`config.mk`:
```
export PLATFORM = sky130hd
export DESIGN_NAME = token_bucket_rate_limiter
export DESIGN_NICKNAME = d
export VERILOG_FILES = /design/src/hw/rtl/tbrl_pkg.sv /design/src/hw/rtl/tbrl_bucket.sv /design/src/hw/rtl/tbrl_sdiv.sv /design/src/hw/rtl/token_bucket_rate_limiter.sv
export VERILOG_INCLUDE_DIRS = /design/src /design/src/hw/rtl
export SDC_FILE = /design/constraint.sdc
export NUM_CORES = 1
export LEC_CHECK = 0
export ABC_CLOCK_PERIOD_IN_PS = 12200
export BUFFER_PORTS_ARGS = -buffer_cell sky130_fd_sc_hd__clkbuf_2
export CAP_MARGIN = 20
export CORE_UTILIZATION = 60
export CTS_CLUSTER_DIAMETER = 150
export DETAILED_ROUTE_END_ITERATION = 8
export PLACE_DENSITY_LB_ADDON = 0.12
export SLEW_MARGIN = 10
export SYNTH_ARGS = -nofsm -noshare
export SYNTH_HDL_FRONTEND = slang
export SYNTH_SLANG_ARGS = --single-unit
```
`constraint.sdc`:
```
create_clock -name clk -period 12.2 [get_ports clk]
set_input_delay 2.44 -clock clk [delete_from_list [all_inputs] [get_ports clk]]
set_output_delay 2.44 -clock clk [all_outputs]
set_load 0.01 [all_outputs]
```
`src/hw/rtl/assert_macros.svh`:
```
// assertion macros shared by the rate limiter rtl
// no dependencies; taken in by `include where a module checks itself
`ifndef ASSERT_MACROS_SVH
`define ASSERT_MACROS_SVH

// same-cycle implication, disabled while reset is asserted
`define ASSERT_SAME(lbl, clk, rst_n, ante, cons, msg) \
  lbl: assert property (@(posedge clk) disable iff (!rst_n) (ante) |-> (cons)) else $error(msg);

// next-cycle implication, disabled while reset is asserted
`define ASSERT_NEXT(lbl, clk, rst_n, ante, cons, msg) \
  lbl: assert property (@(posedge clk) disable iff (!rst_n) (ante) |=> (cons)) else $error(msg);

`endif

```
`src/hw/rtl/tbrl_pkg.sv`:
```
// shared types and constants for the token bucket rate limiter
// no dependencies; used by every module of the block
`timescale 1ns / 1ps

package tbrl_pkg;

  localparam int FP_W       = 16;
  localparam int TOK_W      = 32;
  localparam int REQ_W      = 32;
  localparam int PER_W      = 48;
  localparam int MS_W       = 63;
  localparam int LVL_OUT_W  = 48;
  localparam int CFG_IDX_W  = 2;
  localparam int CFG_DATA_W = 32;

  localparam int LEVEL_BITS_DEF = 48;

  localparam logic [FP_W-1:0]  RST_FILL_PERIOD = 16'd100;
  localparam logic [TOK_W-1:0] RST_TOKENS      = 32'd1024;
  localparam logic [TOK_W-1:0] RST_CAPACITY    = 32'd65536;

  typedef enum logic [CFG_IDX_W-1:0] {
    CFG_FILL_PERIOD = 2'd0,
    CFG_TOKENS      = 2'd1,
    CFG_CAPACITY    = 2'd2
  } cfg_idx_t;

  typedef enum logic {
    CMD_TICK    = 1'b0,
    CMD_CONSUME = 1'b1
  } cmd_t;

  typedef enum logic [4:0] {
    S_IDLE  = 5'b00001,
    S_CLAMP = 5'b00010,
    S_APPLY = 5'b00100,
    S_DIV   = 5'b01000,
    S_FIN   = 5'b10000
  } state_t;

  // sequencer to bucket
  typedef struct packed {
    logic clamp;
    logic apply;
    logic consume;
  } bkt_ctrl_t;

  // bucket to sequencer
  typedef struct packed {
    logic fits;
    logic granted;
  } bkt_stat_t;

  // serial divider to sequencer
  typedef struct packed {
    logic busy;
    logic done;
  } div_stat_t;

endpackage

```
`src/hw/rtl/tbrl_bucket.sv`:
```
// bucket level register with clamp, refill and consume arithmetic
// depends on tbrl_pkg
`timescale 1ns / 1ps
`include "assert_macros.svh"

module tbrl_bucket #(
  parameter int LEVEL_BITS = tbrl_pkg::LEVEL_BITS_DEF
) (
  input  logic                          clk,
  input  logic                          rst_n,
  input  tbrl_pkg::bkt_ctrl_t           ctrl,
  input  logic [tbrl_pkg::REQ_W-1:0]    req,
  input  logic [tbrl_pkg::TOK_W-1:0]    tokens,
  input  logic [tbrl_pkg::TOK_W-1:0]    capacity,
  output tbrl_pkg::bkt_stat_t           stat,
  output logic signed [LEVEL_BITS-1:0]  level,
  output logic [LEVEL_BITS-1:0]         deficit_m1
);

  localparam int L = LEVEL_BITS;

  logic signed [L-1:0] level_r, level_nxt;
  logic signed [L-1:0] cap_ext, tok_ext, clamped, sum, sum_cl, level_min;
  logic signed [L:0]   diff;
  logic                fits, underflow;
  logic                granted_r;

  assign cap_ext   = $signed({{(L-tbrl_pkg::TOK_W){1'b0}}, capacity});
  assign tok_ext   = $signed({{(L-tbrl_pkg::TOK_W){1'b0}}, tokens});
  assign level_min = $signed({1'b1, {(L-1){1'b0}}});

  assign clamped = (level_r > cap_ext) ? cap_ext : level_r;
  // level is already clamped here, so the sum stays well inside the range
  assign sum     = level_r + tok_ext;
  assign sum_cl  = (sum > cap_ext) ? cap_ext : sum;

  assign diff      = $signed({level_r[L-1], level_r})
                   - $signed({{(L+1-tbrl_pkg::REQ_W){1'b0}}, req});
  assign fits      = !diff[L];
  assign underflow = diff[L] & ~diff[L-1];

  // req - level - 1 is the bitwise inverse of level - req
  assign deficit_m1 = ~diff[L-1:0];

  always_comb begin
    level_nxt = level_r;
    if (ctrl.clamp) begin
      level_nxt = clamped;
    end else if (ctrl.apply) begin
      if (!ctrl.consume) begin
        level_nxt = sum_cl;
      end else if (underflow) begin
        level_nxt = level_min;
      end else begin
        level_nxt = $signed(diff[L-1:0]);
      end
    end
  end

  always_ff @(posedge clk) begin
    if (!rst_n) begin
      level_r   <= $signed({{(L-tbrl_pkg::TOK_W){1'b0}}, tbrl_pkg::RST_CAPACITY});
      granted_r <= 1'b1;
    end else begin
      level_r <= level_nxt;
      if (ctrl.apply) begin
        granted_r <= !ctrl.consume || fits;
      end
    end
  end

  assign level        = level_r;
  assign stat.fits    = fits;
  assign stat.granted = granted_r;

  `ASSERT_NEXT(a_clamp_bound, clk, rst_n, ctrl.clamp, level_r <= cap_ext,
               "level above capacity after clamp")
  `ASSERT_NEXT(a_grant_nonneg, clk, rst_n, ctrl.apply && ctrl.consume && fits,
               !level_r[L-1], "granted consume left a negative level")

endmodule

```
`src/hw/rtl/tbrl_sdiv.sv`:
```
// bit-serial restoring divider, one quotient bit per cycle, with the
// quotient times the fill period built alongside; depends on tbrl_pkg
`timescale 1ns / 1ps
`include "assert_macros.svh"

module tbrl_sdiv #(
  parameter int LEVEL_BITS = tbrl_pkg::LEVEL_BITS_DEF
) (
  input  logic                        clk,
  input  logic                        rst_n,
  input  logic                        start,
  input  logic [LEVEL_BITS-1:0]       dividend,
  input  logic [tbrl_pkg::TOK_W-1:0]  tokens,
  input  logic [tbrl_pkg::FP_W-1:0]   fill_ms,
  output tbrl_pkg::div_stat_t         stat,
  output logic [LEVEL_BITS-1:0]       quot,
  output logic [LEVEL_BITS+tbrl_pkg::FP_W-1:0] prod
);

  localparam int L     = LEVEL_BITS;
  localparam int TW    = tbrl_pkg::TOK_W;
  localparam int AW    = LEVEL_BITS + tbrl_pkg::FP_W;
  localparam int CNT_W = $clog2(LEVEL_BITS + 1);

  logic [L-1:0]     quo_r;
  logic [TW-1:0]    rem_r;
  logic [AW-1:0]    acc_r;
  logic [CNT_W-1:0] cnt_r;
  logic             busy_r, done_r;

  logic [TW:0]      shifted, diff;
  logic             ge;

  // dividend bits leave at the top while quotient bits enter at the bottom
  assign shifted = {rem_r, quo_r[L-1]};
  assign ge      = shifted >= {1'b0, tokens};
  assign diff    = shifted - {1'b0, tokens};

  always_ff @(posedge clk) begin
    if (!rst_n) begin
      busy_r <= 1'b0;
      done_r <= 1'b0;
      cnt_r  <= '0;
    end else if (start) begin
      busy_r <= 1'b1;
      done_r <= 1'b0;
      cnt_r  <= CNT_W'(L);
    end else if (busy_r) begin
      cnt_r  <= cnt_r - CNT_W'(1);
      busy_r <= (cnt_r != CNT_W'(1));
      done_r <= (cnt_r == CNT_W'(1));
    end else begin
      done_r <= 1'b0;
    end
  end

  always_ff @(posedge clk) begin
    if (start) begin
      quo_r <= dividend;
      rem_r <= '0;
      acc_r <= '0;
    end else if (busy_r) begin
      quo_r <= {quo_r[L-2:0], ge};
      rem_r <= ge ? diff[TW-1:0] : shifted[TW-1:0];
      // horner form: product follows the quotient msb first
      acc_r <= {acc_r[AW-2:0], 1'b0} + (ge ? AW'(fill_ms) : AW'(0));
    end
  end

  assign quot      = quo_r;
  assign prod      = acc_r;
  assign stat.busy = busy_r;
  assign stat.done = done_r;

  `ASSERT_NEXT(a_start_busy, clk, rst_n, start, busy_r && !done_r,
               "divider did not start")
  `ASSERT_SAME(a_busy_count, clk, rst_n, busy_r, cnt_r != '0,
               "divider busy with an empty count")

endmodule

```
`src/hw/rtl/token_bucket_rate_limiter.sv`:
```
// token bucket rate limiter that allows debt: top level with sequencer,
// config registers and result register; depends on tbrl_pkg, tbrl_bucket, tbrl_sdiv
//
// usage: the input channel carries one item per beat, command (0 = one refill
// period elapsed, 1 = consume request_bytes tokens). each item yields exactly one
// result beat on the output channel: granted, wait_periods, wait_ms, token_level.
// the config channel writes fill_period_ms (index 0), tokens_per_period (1) and
// capacity (2); other indexes are dropped. write only while no item is in flight.
// sequence: a tick or a granted consume passes the clamp, apply and fin states, and
// the next item can be taken once the sequencer is back in idle. a consume that
// runs into debt also passes through the serial divider between apply and fin,
// one quotient bit per cycle, and moves on to fin on the divider's done flag.
// one item is in work at a time; in_stall stays high from accept until the result
// is written to the output register, so the next item can be taken while that
// result still waits.
// a result waits in its register while out_stall is high; a finished item waits
// for that register to free up before the sequencer goes back to idle.
// reset (synchronous, active low) loads the register defaults (100 ms, 1024 tokens,
// capacity 65536), fills the bucket to 65536 and clears both channels.
`timescale 1ns / 1ps
`include "assert_macros.svh"

module token_bucket_rate_limiter #(
  parameter int LEVEL_BITS = tbrl_pkg::LEVEL_BITS_DEF
) (
  input  logic                                  clk,
  input  logic                                  rst_n,
  input  logic                                  in_valid,
  output logic                                  in_stall,
  input  logic                                  in_command,
  input  logic [tbrl_pkg::REQ_W-1:0]            in_request_bytes,
  output logic                                  out_valid,
  input  logic                                  out_stall,
  output logic                                  out_granted,
  output logic [tbrl_pkg::PER_W-1:0]            out_wait_periods,
  output logic [tbrl_pkg::MS_W-1:0]             out_wait_ms,
  output logic signed [tbrl_pkg::LVL_OUT_W-1:0] out_token_level,
  input  logic                                  cfg_valid,
  output logic                                  cfg_ready,
  input  logic [tbrl_pkg::CFG_IDX_W-1:0]        cfg_index,
  input  logic [tbrl_pkg::CFG_DATA_W-1:0]       cfg_data
);

  localparam int L   = LEVEL_BITS;
  localparam int AW  = LEVEL_BITS + tbrl_pkg::FP_W;
  localparam int PW  = (L + 1 > tbrl_pkg::PER_W + 1) ? L + 1 : tbrl_pkg::PER_W + 1;
  localparam int WW  = (AW + 1 > tbrl_pkg::MS_W + 1) ? AW + 1 : tbrl_pkg::MS_W + 1;
  localparam int LW  = (L > tbrl_pkg::LVL_OUT_W) ? L : tbrl_pkg::LVL_OUT_W;
  localparam int OW  = tbrl_pkg::LVL_OUT_W;

  tbrl_pkg::state_t state_r, state_nxt;

  logic [tbrl_pkg::FP_W-1:0]  fill_ms_r;
  logic [tbrl_pkg::TOK_W-1:0] tokens_r;
  logic [tbrl_pkg::TOK_W-1:0] capacity_r;

  logic                       cmd_r;
  logic [tbrl_pkg::REQ_W-1:0] req_r;

  logic                        out_valid_r;
  logic                        out_granted_r;
  logic [tbrl_pkg::PER_W-1:0]  out_periods_r;
  logic [tbrl_pkg::MS_W-1:0]   out_ms_r;
  logic signed [OW-1:0]        out_level_r;

  tbrl_pkg::bkt_ctrl_t bkt_ctrl;
  tbrl_pkg::bkt_stat_t bkt_stat;
  tbrl_pkg::div_stat_t div_stat;

  logic signed [L-1:0] level;
  logic [L-1:0]        deficit_m1;
  logic [L-1:0]        quot;
  logic [AW-1:0]       prod;
  logic                div_start;

  logic                in_take, out_free, out_load;
  logic [PW-1:0]       per_wide;
  logic [WW-1:0]       ms_wide;
  logic                per_sat, ms_sat, tok_zero;
  logic [tbrl_pkg::PER_W-1:0] per_fin;
  logic [tbrl_pkg::MS_W-1:0]  ms_fin;
  logic signed [LW-1:0] lvl_wide;
  logic                 lvl_under;
  logic signed [OW-1:0] lvl_fin;

  // config registers
  assign cfg_ready = 1'b1;

  always_ff @(posedge clk) begin
    if (!rst_n) begin
      fill_ms_r  <= tbrl_pkg::RST_FILL_PERIOD;
      tokens_r   <= tbrl_pkg::RST_TOKENS;
      capacity_r <= tbrl_pkg::RST_CAPACITY;
    end else if (cfg_valid && cfg_ready) begin
      unique case (cfg_index)
        tbrl_pkg::CFG_FILL_PERIOD: fill_ms_r  <= cfg_data[tbrl_pkg::FP_W-1:0];
        tbrl_pkg::CFG_TOKENS:      tokens_r   <= cfg_data[tbrl_pkg::TOK_W-1:0];
        tbrl_pkg::CFG_CAPACITY:    capacity_r <= cfg_data[tbrl_pkg::TOK_W-1:0];
        default: ;
      endcase
    end
  end

  // sequencer
  assign in_stall = (state_r != tbrl_pkg::S_IDLE);
  assign in_take  = in_valid && !in_stall;
  assign out_free = !out_valid_r || !out_stall;
  assign out_load = (state_r == tbrl_pkg::S_FIN) && out_free;

  assign bkt_ctrl.clamp   = (state_r == tbrl_pkg::S_CLAMP);
  assign bkt_ctrl.apply   = (state_r == tbrl_pkg::S_APPLY);
  assign bkt_ctrl.consume = (cmd_r == tbrl_pkg::CMD_CONSUME);
  assign div_start        = bkt_ctrl.apply && bkt_ctrl.consume && !bkt_stat.fits;

  always_comb begin
    state_nxt = state_r;
    unique case (state_r)
      tbrl_pkg::S_IDLE:  if (in_take) state_nxt = tbrl_pkg::S_CLAMP;
      tbrl_pkg::S_CLAMP: state_nxt = tbrl_pkg::S_APPLY;
      tbrl_pkg::S_APPLY: state_nxt = div_start ? tbrl_pkg::S_DIV : tbrl_pkg::S_FIN;
      tbrl_pkg::S_DIV:   if (div_stat.done) state_nxt = tbrl_pkg::S_FIN;
      tbrl_pkg::S_FIN:   if (out_free) state_nxt = tbrl_pkg::S_IDLE;
      default:           state_nxt = tbrl_pkg::S_IDLE;
    endcase
  end

  always_ff @(posedge clk) begin
    if (!rst_n) begin
      state_r <= tbrl_pkg::S_IDLE;
    end else begin
      state_r <= state_nxt;
    end
  end

  always_ff @(posedge clk) begin
    if (in_take) begin
      cmd_r <= in_command;
      req_r <= in_request_bytes;
    end
  end

  tbrl_bucket #(
    .LEVEL_BITS (LEVEL_BITS)
  ) u_bucket (
    .clk        (clk),
    .rst_n      (rst_n),
    .ctrl       (bkt_ctrl),
    .req        (req_r),
    .tokens     (tokens_r),
    .capacity   (capacity_r),
    .stat       (bkt_stat),
    .level      (level),
    .deficit_m1 (deficit_m1)
  );

  tbrl_sdiv #(
    .LEVEL_BITS (LEVEL_BITS)
  ) u_sdiv (
    .clk      (clk),
    .rst_n    (rst_n),
    .start    (div_start),
    .dividend (deficit_m1),
    .tokens   (tokens_r),
    .fill_ms  (fill_ms_r),
    .stat     (div_stat),
    .quot     (quot),
    .prod     (prod)
  );

  // periods = quotient + 1, ms = (quotient + 1) * fill period
  assign tok_zero = (tokens_r == '0);
  assign per_wide = PW'(quot) + PW'(1);
  assign ms_wide  = WW'(prod) + WW'(fill_ms_r);
  assign per_sat  = |per_wide[PW-1:tbrl_pkg::PER_W];
  assign ms_sat   = |ms_wide[WW-1:tbrl_pkg::MS_W];

  always_comb begin
    if (bkt_stat.granted) begin
      per_fin = '0;
      ms_fin  = '0;
    end else if (tok_zero) begin
      per_fin = '1;
      ms_fin  = (fill_ms_r == '0) ? '0 : '1;
    end else begin
      per_fin = per_sat ? '1 : per_wide[tbrl_pkg::PER_W-1:0];
      ms_fin  = ms_sat ? '1 : ms_wide[tbrl_pkg::MS_W-1:0];
    end
  end

  // level shown on the port saturates at the field minimum
  assign lvl_wide  = LW'(level);
  assign lvl_under = lvl_wide[LW-1] & ~(&lvl_wide[LW-1:OW-1]);
  assign lvl_fin   = lvl_under ? $signed({1'b1, {(OW-1){1'b0}}}) : lvl_wide[OW-1:0];

  always_ff @(posedge clk) begin
    if (!rst_n) begin
      out_valid_r <= 1'b0;
    end else if (out_load) begin
      out_valid_r <= 1'b1;
    end else if (!out_stall) begin
      out_valid_r <= 1'b0;
    end
  end

  always_ff @(posedge clk) begin
    if (out_load) begin
      out_granted_r <= bkt_stat.granted;
      out_periods_r <= per_fin;
      out_ms_r      <= ms_fin;
      out_level_r   <= lvl_fin;
    end
  end

  assign out_valid        = out_valid_r;
  assign out_granted      = out_granted_r;
  assign out_wait_periods = out_periods_r;
  assign out_wait_ms      = out_ms_r;
  assign out_token_level  = out_level_r;

  `ASSERT_SAME(a_idle_div_quiet, clk, rst_n, !in_stall, !div_stat.busy && !div_stat.done,
               "divider active while idle")
  `ASSERT_SAME(a_grant_no_wait, clk, rst_n, out_valid_r && out_granted_r,
               out_periods_r == '0 && out_ms_r == '0, "granted beat carries a wait")

endmodule

```
Word level (Yosys, flattened, before mapping)
Index checks and enable logic that the tools add are counted.
{ "classes": {"addsub": 7, "order_cmp": 3, "n_eq_ne": 15, "mux": 26, "n_bitwise": 5, "reduce_logical": 24} }
{ "op_table": {"columns": ["cell", "count"], "rows": [
  ["two-way mux 48 bit", 10],
  ["two-way mux 63 bit", 3],
  ["greater-than comparator 48 x 33 -> 1 bit", 2],
  ["adder 64 x 16 -> 65 bit", 1],
  ["adder 64 bit", 1],
  ["adder 48 x 1 -> 49 bit (second input constant)", 1],
  ["subtractor 48 x 33 -> 49 bit", 1],
  ["adder 48 x 33 -> 48 bit", 1],
  ["NOT 48 bit", 1],
  [">= comparator 33 x 32 -> 1 bit", 1],
  ["logical NOT 32 bit", 1],
  ["two-way mux 32 bit", 1],
  ["subtractor 32 bit", 1],
  ["case mux 5 bit (5 select lines)", 1],
  ["two-way mux 5 bit", 4],
  ["logical NOT 16 bit", 1],
  ["two-way mux 16 bit", 1],
  ["two-way mux 6 bit", 2],
  ["AND reduction 2 bit", 4],
  ["== test 6 x 1 -> 1 bit (second input constant)", 1],
  ["!= test 2 x 1 -> 1 bit (second input constant)", 3],
  ["!= test 6 x 1 -> 1 bit (second input constant)", 1],
  ["subtractor 6 x 1 -> 6 bit (second input constant)", 1],
  ["== test 5 x 1 -> 1 bit (second input constant)", 1],
  ["other kinds (19)", 35]
]} }
{ "totals": {"reg_bits": 480, "in_bits": 72, "out_inout_bits": 163, "wordCells": 100} }

Logic depth before layout (Yosys ltp)
Gate-level depths: netlist of run 1.
{ "depth": {"word_depth": 7, "depth_mapped": 27, "ltp_nobuf": 24} }

By module
From an unflattened synthesis of run 1, not the netlist that was laid out.
{ "unflattened": {"cells_unflattened": 3392, "hier_area_um2": 30708.2} }
{ "modules_own_cells": {"columns": ["module", "instances", "cells_per_inst", "area_each_um2", "seq_area_each_um2"], "rows": [
  ["token_bucket_rate_limiter", 1, 1119, 12577.1, 7517.2],
  ["tbrl_sdiv", 1, 1118, 9724.3, 3523.4],
  ["tbrl_bucket", 1, 1155, 8406.8, 980.9]
]} }

Least setup slack after synthesis of run 1
OpenSTA, ideal clock, no wires.
{ "synth_timing": {"path_type": "in2reg", "from": "in out_stall", "to": "reg out_granted_r, in the netlist out_granted, enable pin", "setup_ps": 732, "arrival_ps": 10148, "required_time_ps": 11468, "slack_ps": 1319, "stages": 1, "path_buffers": 0, "path_cell_list": "a21oi_1"} }
{ "synth_via": {"elab_chain_len": 3} }
{ "synth_lines": {"columns": ["element", "line_no", "source"], "rows": [
  ["from (decl)", "token_bucket_rate_limiter.sv:33", "input logic out_stall,"],
  ["logical NOT 1 bit", null, null],
  ["logical OR 1 bit", "token_bucket_rate_limiter.sv:107", "assign out_free = !out_valid_r || !out_stall;"],
  ["logical AND 1 bit", "token_bucket_rate_limiter.sv:108", "assign out_load = (state_r == tbrl_pkg::S_FIN) && out_free;"],
  ["to (signal assigned)", "token_bucket_rate_limiter.sv:207", "out_granted_r <= bkt_stat.granted;"],
  ["to (decl)", "token_bucket_rate_limiter.sv:61", "logic out_granted_r;"]
]} }
Every way passes these cells.
A chain may end at the register's enable or synchronous reset.

Final worst setup path of run 1
{ "layout_timing": {"from": "reg tokens_r[0] (netlist name)", "to": "reg u_bucket.level_r[14], in the netlist u_bucket.level[14]"} }
{ "layout_via": {"elab_chain_len": 6} }
{ "layout_lines": {"columns": ["element", "line_no", "source"], "rows": [
  ["from (decl)", "token_bucket_rate_limiter.sv:54", "logic [tbrl_pkg::TOK_W-1:0] tokens_r;"],
  ["from (signal assigned)", "token_bucket_rate_limiter.sv:92", "tokens_r <= tbrl_pkg::RST_TOKENS;"],
  ["from (signal assigned)", "token_bucket_rate_limiter.sv:97", "tbrl_pkg::CFG_TOKENS: tokens_r <= cfg_data[tbrl_pkg::TOK_W-1:0];"],
  ["adder 48 x 33 -> 48 bit (*)", "tbrl_bucket.sv:34", "assign sum = level_r + tok_ext;"],
  ["greater-than comparator 48 x 33 -> 1 bit", "tbrl_bucket.sv:35", "assign sum_cl = (sum > cap_ext) ? cap_ext : sum;"],
  ["two-way mux 48 bit (*)", "tbrl_bucket.sv:35", null],
  ["two-way mux 48 bit (*)", "tbrl_bucket.sv:50", "if (!ctrl.consume) begin"],
  ["two-way mux 48 bit (*)", "tbrl_bucket.sv:49", "end else if (ctrl.apply) begin"],
  ["two-way mux 48 bit (*)", "tbrl_bucket.sv:47", "if (ctrl.clamp) begin"],
  ["to (signal assigned)", "tbrl_bucket.sv:62", "level_r <= $signed({{(L-tbrl_pkg::TOK_W){1'b0}}, tbrl_pkg::RST_CAPACITY});"],
  ["to (signal assigned)", "tbrl_bucket.sv:65", "level_r <= level_nxt;"],
  ["to (decl)", "tbrl_bucket.sv:22", "logic signed [L-1:0] level_r, level_nxt;"]
]} }
Mark *: on every way between the ends. The rest lies on a longest branch, timed or not. The select of a mux whose other input is x is not followed.

==> metrics.md, run 1 <==
| Metric | Value |
|---|---|
| Worst r2r src | tokens_r[0]$_SDFFE_PN0P_ |
| Die ar. | 50,500 µm² |
| Hold endpoint | capacity_r[20]$_SDFFE_PN0P_ |
| Met1 Use GR | 0.522 |
| Total GRT Usage | 0.373 |
| Post-Route WL | 96,400 µm |
| Library cells used by synthesis | 85 |
| WHS Path Cells | 2 |
| First-pass detailed-route iteration total | 5 |
| Syn_nets | 3,632 |
| Hold_sp | capacity_r[20]$_SDFFE_PN0P_ |
| Max-cap violations | 0 |
| Post-DP HPWL | 72,000 µm |
| Yosys top cell area share | 0.243 |
| GRT Residual Overflow | 0 |
| Crit Path Max Fanout | 27 |
| Final Critical Period | 6.54 ns |
| Final hold slack | 0.469 ns |
| R2r endpoint | u_bucket.level[14]$_SDFFE_PN0P_ |
| Worst-Skew Late Latency | 0.63 ns |
| Met2 global-route usage | 0.574 |
| Period utilization | 0.536 |
| EDFF count, synth | 241 |
| Switch share | 0.350 |
| Num CTS Buffers | 52 |
| Startpoint class of the critical path | flop |
| H-tree depth | 2 |
| Clock power frac | 0.310 |
| Prevailing post-synth register cell | edfxtp_1 |
| Final GP Congestion | 1.00 |
| PortBufs | 233 |
| DRC | 0 |
| WP data required | 12.70 ns |
| Synth Area per Inst | 8.85 µm² |
| RSZ-0062 raised after global routing | false |
| Leak | 12.9 nW |
| Status | completed |
| First-pass GRT wire length | 146,000 µm |
| R2R Setup Slk | 5.66 ns |
| Critical Path Sink Type | flop |
| Filler cells | 3,827 |
| Initial DRC Count | 3,298 |
| Cell area after placement | 31,400 µm² |
| Worst EP arrival | 7.04 ns |
| Seq pwr share | 0.392 |
| CTS hold repair buffers | 0 |
| CTS resizes | 0 |
| Syn Inst Count | 3,361 |
| Min-delay worst type | reg2reg |
| Final slew viol count | 0 |
| Synth warnings | 0 |
| Row cnt | 81 |
| Via count | 27,200 |
| Mapped cell area | 29,800 µm² |
| Grt peak-use layer | met2 |
| WL per Instance | 22.8 µm |
| Vias in the first global route | 25,400 |
| # setup viols final | 0 |
| Die H | 225 µm |
| Clock Skew | 0.0236 ns |
| Core footprint | 49,000 µm² |
| Initial antenna violation count | 3 |
| I/O Pins | 235 |
| Clk root buf | clkbuf_16 |
| Worst-Margin Slew | 1.15 ns |
| Post-DRT Antenna Nets | 0 |
| CTS sink cnt | 480 |
| Largest net degree at the start of global routing | 101 |
| Pwr/cell area | 156 nW/µm² |
| Relative max-transition margin | 0.229 |
| Max rail drop VDD | 0.155 mV |
| Reg2Reg Depth | 24 |
| Seq/Total Area, Yosys | 0.404 |
| P_sw | 1.82 mW |
| P&R area growth vs syn | 11.7% |
| Setup TNS Final | 0 ns |
| Met3 Usage GRT | 0.0665 |
| Chip Width | 225 µm |
| Vias/cell | 6.44 |
| Flops & latches, synth | 480 |
| Final net count | 3,786 |
| P_int | 3.38 mW |
| Initial Utilization | 0.608 |
| Post-CTS Setup Inserts | 0 |
| Fmax | 153 MHz |
| Main area contributors after synthesis | edfxtp_1 24%, dfxtp_1 16%, ha_1 8.2% |
| Post-synth ARST share | 0 |
| Cell taking the most area after synthesis | edfxtp_1 |
| Logic pwr share | 0.298 |
| CTS tree | yes |
| Worst-path clk slew | 0.06 ns |
| Fin. Hold Viols | 0 |
| Crit Path Class | reg2reg |
| Clock buffer depth | 3 |
| Design area | 33,200 µm² |
| Ratio of cells with drive above 1 in the final layout | 0.110 |
synthesized netlist by cell type, types with 5 or more instances:
| master | instances |
|---|---|
| fa_1 | 5 |
| nand3b_1 | 9 |
| o21ai_0 | 219 |
| dfxtp_1 | 239 |
| o211ai_1 | 16 |
| nor2b_1 | 36 |
| xor2_1 | 109 |
| buf_1 | 12 |
| clkbuf_1 | 144 |
| a211o_1 | 12 |
| a311oi_1 | 6 |
| a21oi_1 | 333 |
| o32ai_1 | 8 |
| and2_1 | 14 |
| ha_1 | 194 |
| nor4_1 | 41 |
| and4_1 | 15 |
| a221o_1 | 24 |
| nor2_1 | 182 |
| a31o_2 | 5 |
| nor4b_1 | 7 |
| o31ai_1 | 13 |
| xnor2_1 | 169 |
| a22o_1 | 24 |
| o21a_1 | 25 |
| inv_1 | 147 |
| nor3_1 | 67 |
| a31oi_1 | 52 |
| mux2i_1 | 30 |
| o21bai_1 | 13 |
| nand3_1 | 98 |
| buf_6 | 5 |
| nor3b_1 | 12 |
| a21boi_0 | 84 |
| a211oi_1 | 21 |
| o22ai_1 | 5 |
| and3_1 | 37 |
| nand4_1 | 52 |
| a41oi_1 | 7 |
| nand2_1 | 443 |
| or2_2 | 14 |
| nand2b_1 | 25 |
| edfxtp_1 | 241 |
| a21o_1 | 60 |
| or3_1 | 17 |
metal layers:
metal | part of all wire | up-vias
met5 | 0 | -
met4 | 0.036 | 0
met3 | 0.093 | 214
met2 | 0.44 | 1449
met1 | 0.43 | 13100
li1 | - | 12500
per-stage QoR:
step	utilization	cells	setup WS [ns]	power [mW]
2_1_floorplan	-	3361	1.32	3.15
3_3_place_gp	0.641	4119	6.01	3.50
3_5_place_dp	0.642	4121	5.73	3.56
4_1_cts	0.678	4219	5.68	5.15
5_1_grt	0.679	4223	5.14	5.41
6_report	0.679	4224	5.66	5.19
state kept, by name, summed over array words and instances, names as in the netlist, 6 cells and up:
name	flops
capacity_r	32
u_sdiv.prod	64
out_wait_ms	63
out_token_level	48
u_bucket.level	48
out_wait_periods	48
req_r	32
u_sdiv.cnt_r	6
tokens_r	32
fill_ms_r	16
u_sdiv.quot	48
u_sdiv.rem_r	32
logic make-up after synthesis:
| logic type | count (synthesis) | synth area share |
|---|---|---|
| and+or+nand+nor | 1085 | 0.173 |
| muxes | 31 | 0.0105 |
| DFF | 480 | 0.404 |
| AOI/OAI and AO/OA | 973 | 0.204 |
| other | 1 | 0.000126 |
| adders and majority gates | 199 | 0.0849 |
| xor gates and xnor gates | 278 | 0.0818 |
| buffers and inverters | 314 | 0.0413 |
power groups by stage:
stage                     logic [mW]  registers [mW]  clock network, mW
after global routing            1.69            2.05               1.66
after global placement          1.45            2.05                  0
after floorplan                 1.16            1.98                  0
after detailed placement        1.50            2.06                  0
final                           1.55            2.04               1.61
after CTS                       1.51            2.03               1.61
how the worst max path moves through the flow:
stage / from / end / depth (start not counted)
floorplan: out_stall / out_granted$_DFFE_PP_ / 1
global placement: tokens_r[0]$_SDFFE_PN0P_ / u_bucket.level[7]$_SDFFE_PN0P_ / 24
detailed placement: tokens_r[0]$_SDFFE_PN0P_ / u_bucket.level[19]$_SDFFE_PN0P_ / 24
CTS: tokens_r[0]$_SDFFE_PN0P_ / u_bucket.level[14]$_SDFFE_PN0P_ / 24
global route: tokens_r[0]$_SDFFE_PN0P_ / u_bucket.level[31]$_SDFFE_PN0P_ / 24
finish: tokens_r[0]$_SDFFE_PN0P_ / u_bucket.level[14]$_SDFFE_PN0P_ / 24
area by class of cell:
cell class	count	area, µm²	area share
Antenna cell	1	2.50	0.0000753
Timing Repair Buffer	267	1460	0.0440
Clock inverter	21	233	0.00700
Tap cell	664	831	0.0250
Inverter	147	552	0.0166
Sequential cell	480	12000	0.362
Clock buffer	77	1520	0.0458
Multi-Input combinational cell	2567	16600	0.500
critical path, cell delays in order (launching register included):
cell and delay [ns]:
dfxtp_1 0.35, ha_1 0.24, fa_1 0.40, a21o_1 0.21, a221oi_1 0.59, nor4_1 0.20
or2_2 0.38, nand3_1 0.07, and2_1 0.16, o21ai_0 0.20, a21boi_0 0.28, xnor2_1 0.13
ha_1 0.32, nand4_1 0.10, nor3_1 0.35, nand3_1 0.14, nand2b_1 0.16, o21ai_0 0.11
o31ai_1 0.15, nor4_1 0.29, o2111ai_1 0.23, nor2_1 0.58, o41ai_4 0.15, buf_4 0.28
a221o_1 0.34
layout by cell type, fill, tap and decap left out, types with 25 or more instances in the layout:
cell	count
o21ai_0	219
mux2i_1	30
a21o_1	60
nand2_1	443
nor2b_1	36
xor2_1	109
inv_1	147
nor4_1	41
clkbuf_2	233
ha_1	194
edfxtp_1	241
and3_1	36
a31oi_1	51
a21oi_1	331
nand4_1	52
xnor2_1	169
dfxtp_1	237
o21a_1	25
nor2_1	180
clkbuf_16	55
nor3_1	67
nand3_1	98
a21boi_0	84
buf_4	29
No activity file was read; power rests on OpenSTA's default activity.
==> run 2: changes to the inputs <==
ABC_AREA = 1   (was unset)
ABC_CLOCK_PERIOD_IN_PS = 5300   (was 12200)
CORE_UTILIZATION = 56   (was 60)
clock period = 5.3 ns   (was 12.2 ns; I/O delays follow)
==> run 2 against run 1 <==
Clock skew shrank 0.0060 ns. Core utilization is 4.1 points lower. Register-to-register slack got worse by 5.4 ns. Synthesized cell count increased by 36%. Clock power grew 130%. Sequential cell count did not move. Synthesized area increased by 12%. Largest power group unchanged.
==> metrics.md, run 2 <==
| Metric | Value |
|---|---|
| Flops & latches, synth | 480 (unchanged) |
| Largest net degree at the start of global routing | 68 (-33%) |
| Ratio of cells with drive above 1 in the final layout | 0.111 (+0.000271) |
| Startpoint class of the critical path | flop |
| Hold endpoint | u_sdiv.rem_r[28]$_SDFFE_PP0P_ |
| EDFF count, synth | 241 (unchanged) |
| Crit path from | u_bucket.level[0]$_SDFFE_PN0P_ |
| Final GP Congestion | 1.04 (+3.5%) |
| Die ar. | 60,300 µm² (+19%) |
| Final net count | 5,041 (+33%) |
| Status | completed |
| Max incr delay on CP | 0.43 ns (-0.16 ns) |
| Prevailing post-synth register cell | edfxtp_1 |
| Grt peak-use layer | met2 |
| Most frequent cells in the layout | 1,048 x nand2_1, 582 x inv_1, 401 x a21oi_1 |
| Library cells used by synthesis | 71 (-16%) |
| Syn_nets | 4,836 (+33%) |
| Row cnt | 88 (+8.6%) |
| DRC | 0 (unchanged) |
| Hold_sp | u_sdiv.rem_r[28]$_SDFFE_PP0P_ |
| Worst setup margin | 0.304 ns (-5.35 ns) |
| Critical Path Sink Type | flop |
| Crit Path Max Fanout | 15 (-44%) |
| Post-DRT Antenna Nets | 0 (unchanged) |
| Core footprint | 58,100 µm² (+19%) |
| First-pass GRT wire length | 170,000 µm (+17%) |
| Cell taking the most area after synthesis | edfxtp_1 |
| WP data required | 5.82 ns (-6.88 ns) |
| Met3 Usage GRT | 0.0531 (-0.0133) |
| Main area contributors after synthesis | edfxtp_1 22%, dfxtp_1 14%, nand2_1 12% |
| Switch share | 0.363 (+0.0125) |
| Vias/cell | 5.76 (-11%) |
| Syn Inst Count | 4,565 (+36%) |
| Total GRT Usage | 0.366 (-0.00742) |
| Period utilization | 0.943 (+0.406) |
| Worst EP arrival | 5.52 ns (-1.52 ns) |
| Yosys top cell area share | 0.218 (-0.0254) |
| Via count | 32,200 (+18%) |
| CP dominant cell by count | nand2_1 |
| Clock Skew | 0.0176 ns (-0.00605 ns) |
| I/O Pins | 235 (unchanged) |
| P&R area growth vs syn | 11.7% (about the same) |
| Synth Area per Inst | 7.28 µm² (-18%) |
| N_diodes | 0 (-1) |
| Relative max-transition margin | 0.259 (+0.0297) |
| Reg area | 12,000 µm² (about the same) |
| Worst-Skew Late Latency | 0.64 ns (about the same) |
| Mapped cell area | 33,200 µm² (+12%) |
| Logic pwr share | 0.307 (+0.009) |
| Die H | 246 µm (+9.3%) |
| Initial Utilization | 0.572 (-0.0363) |
| Leak | 17.3 nW (+34%) |
| PortBufs | 233 (unchanged) |
| Synth warnings | 0 (unchanged) |
| CTS sink cnt | 480 (unchanged) |
| Clock power frac | 0.317 (+0.007) |
| First-pass detailed-route iteration total | 6 (+1) |
| Fmax | 200 MHz (+31%) |
| Worst r2r src | u_bucket.level[0]$_SDFFE_PN0P_ |
| H-tree depth | 2 (unchanged) |
| Chip Width | 246 µm (+9.3%) |
| Commonest non-fill, non-tap cell in the layout | nand2_1 |
| Crit Path Class | reg2reg |
| WL per Instance | 20.1 µm (-12%) |
| Post-DP HPWL | 88,200 µm (+22%) |
| Initial DRC Count | 3,030 (-8.1%) |
| Clk root buf | clkbuf_16 |
| Clock buffer depth | 3 (unchanged) |
| Fin. Hold Viols | 0 (unchanged) |
| Worst-Margin Slew | 1.11 ns (-0.0383 ns) |
| Met1 Use GR | 0.493 (-0.0293) |
| Seq/Total Area, Yosys | 0.362 (-0.0422) |
| Max-cap violations | 0 (unchanged) |
| Final Critical Period | 5.00 ns (-1.55 ns) |
| Pre-CTS WS | 0.158 ns (-5.58 ns) |
| Max reg flops | 64 (unchanged) |
| Multi-input logic area | 18,300 µm² (+10%) |
| WHS Path Cells | 2 (unchanged) |
| Setup TNS Final | 0 ns (unchanged) |
| Reg2Reg Depth | 32 (+33%) |
| Max rail drop VDD | 0.366 mV (+140%) |
| P_sw | 4.28 mW (+140%) |
| R2R Setup Slk | 0.30 ns (-5.35 ns) |
| Filler cells | 5,428 (+42%) |
| Inst Count DP | 5,476 (+33%) |
| Vias in the first global route | 29,400 (+16%) |
| Critical-path top delay cell | fa_1 |
| Design Power | 11.8 mW (+130%) |
| Pwr/cell area | 318 nW/µm² (+100%) |
| Post-Route WL | 112,000 µm (+17%) |
| CTS tree | yes |
| Num CTS Buffers | 53 (+1.9%) |
| Most frequent cell after synthesis | nand2_1 |
| Seq pwr share | 0.376 (-0.016) |
| # setup viols final | 0 (unchanged) |
| Cell Count, Final, Fillers Out | 5,580 (+32%) |
| P_int | 7.52 mW (+120%) |
| Post-synth ARST share | 0 (unchanged) |
| Initial antenna violation count | 1 (-2) |
| R2r endpoint | u_bucket.level[23]$_SDFFE_PN0P_ |
| Min-delay worst type | reg2reg |
| GRT Residual Overflow | 0 (unchanged) |
| Met2 global-route usage | 0.580 (+0.00560) |
| Final slew viol count | 0 (unchanged) |
| Top cells by count, synth | 1,048 x nand2_1, 584 x inv_1, 403 x a21oi_1 |
| Worst-path clk slew | 0.06 ns (about the same) |
run 2: layout make-up:
type	instances	area share
inverter	607	0.0615
tap	765	0.0258
multi-input combinational	3315	0.492
clock inverter	34	0.00847
clock buffer	66	0.0381
timing repair buffer	313	0.0499
sequential	480	0.324
run 2: what timing repair did:
item / CTS / global route
hold buffers: 0 / 0
buffers inserted: 0 / 3
resized for setup: 0 / 21
endpoints found under the setup margin: 0 / 71
run 2: cell families (layout without fill, tap and decap cells):
| family | Yosys count | in the layout | share of synthesized area |
|---|---|---|---|
| buffers and inverters | 770 | 1020 | 0.0923 |
| adders and majority gates | 199 | 199 | 0.0761 |
| DFF | 480 | 480 | 0.362 |
| and+or+nand+nor | 1940 | 1940 | 0.250 |
| AOI/OAI and AO/OA | 938 | 938 | 0.157 |
| other | 1 | 1 | 0.000113 |
| xor gates and xnor gates | 237 | 237 | 0.0627 |
run 2: power by group through the flow:
stage	combinational, mW	clock (mW)	sequential (mW)
6_report	3.62	3.74	4.43
5_1_grt	4.02	3.91	4.46
4_1_cts	3.48	3.78	4.42
3_5_place_dp	3.46	0	4.50
3_3_place_gp	3.45	0	4.50
2_1_floorplan	2.65	0	4.40
run 2: critical path: cells and delay by family, from the launching register on:
kind / cells / cell delay [ns]
AO/OA/AOI/OAI: 2 / 0.32
XOR/XNOR: 1 / 0.21
buffers and inverters: 3 / 0.33
adder cells (fa/ha/maj): 3 / 0.95
flip-flops: 1 / 0.38
AND/OR/NAND/NOR: 23 / 2.66
run 2: routing by layer:
metal	wire length [µm]	vias up
li1	-	15600
met1	47200	14900
met2	50300	1400
met3	9260	258
met4	5530	4
met5	20	-
run 2: how the worst max path moves through the flow:
stage | to | slack, ns | depth (start not counted)
2_1_floorplan | u_sdiv.prod[25]$_SDFFE_PP0P_ | 0.56 | 35
5_1_grt | u_sdiv.prod[40]$_SDFFE_PP0P_ | -0.05 | 35
3_3_place_gp | u_bucket.level[15]$_SDFFE_PN0P_ | 0.25 | 32
6_report | u_bucket.level[23]$_SDFFE_PN0P_ | 0.30 | 32
3_5_place_dp | u_sdiv.prod[61]$_SDFFE_PP0P_ | 0.16 | 34
4_1_cts | u_sdiv.prod[61]$_SDFFE_PP0P_ | 0.1 | 34
run 2: per-stage QoR:
step / util / area (µm²) / hold slack, ns
after floorplan: - / 33200 / 0.403
after global placement: 0.606 / 35200 / 0.447
after detailed placement: 0.606 / 35200 / 0.452
after CTS: 0.636 / 37000 / 0.471
after global routing: 0.638 / 37100 / 0.495
final: 0.638 / 37100 / 0.477
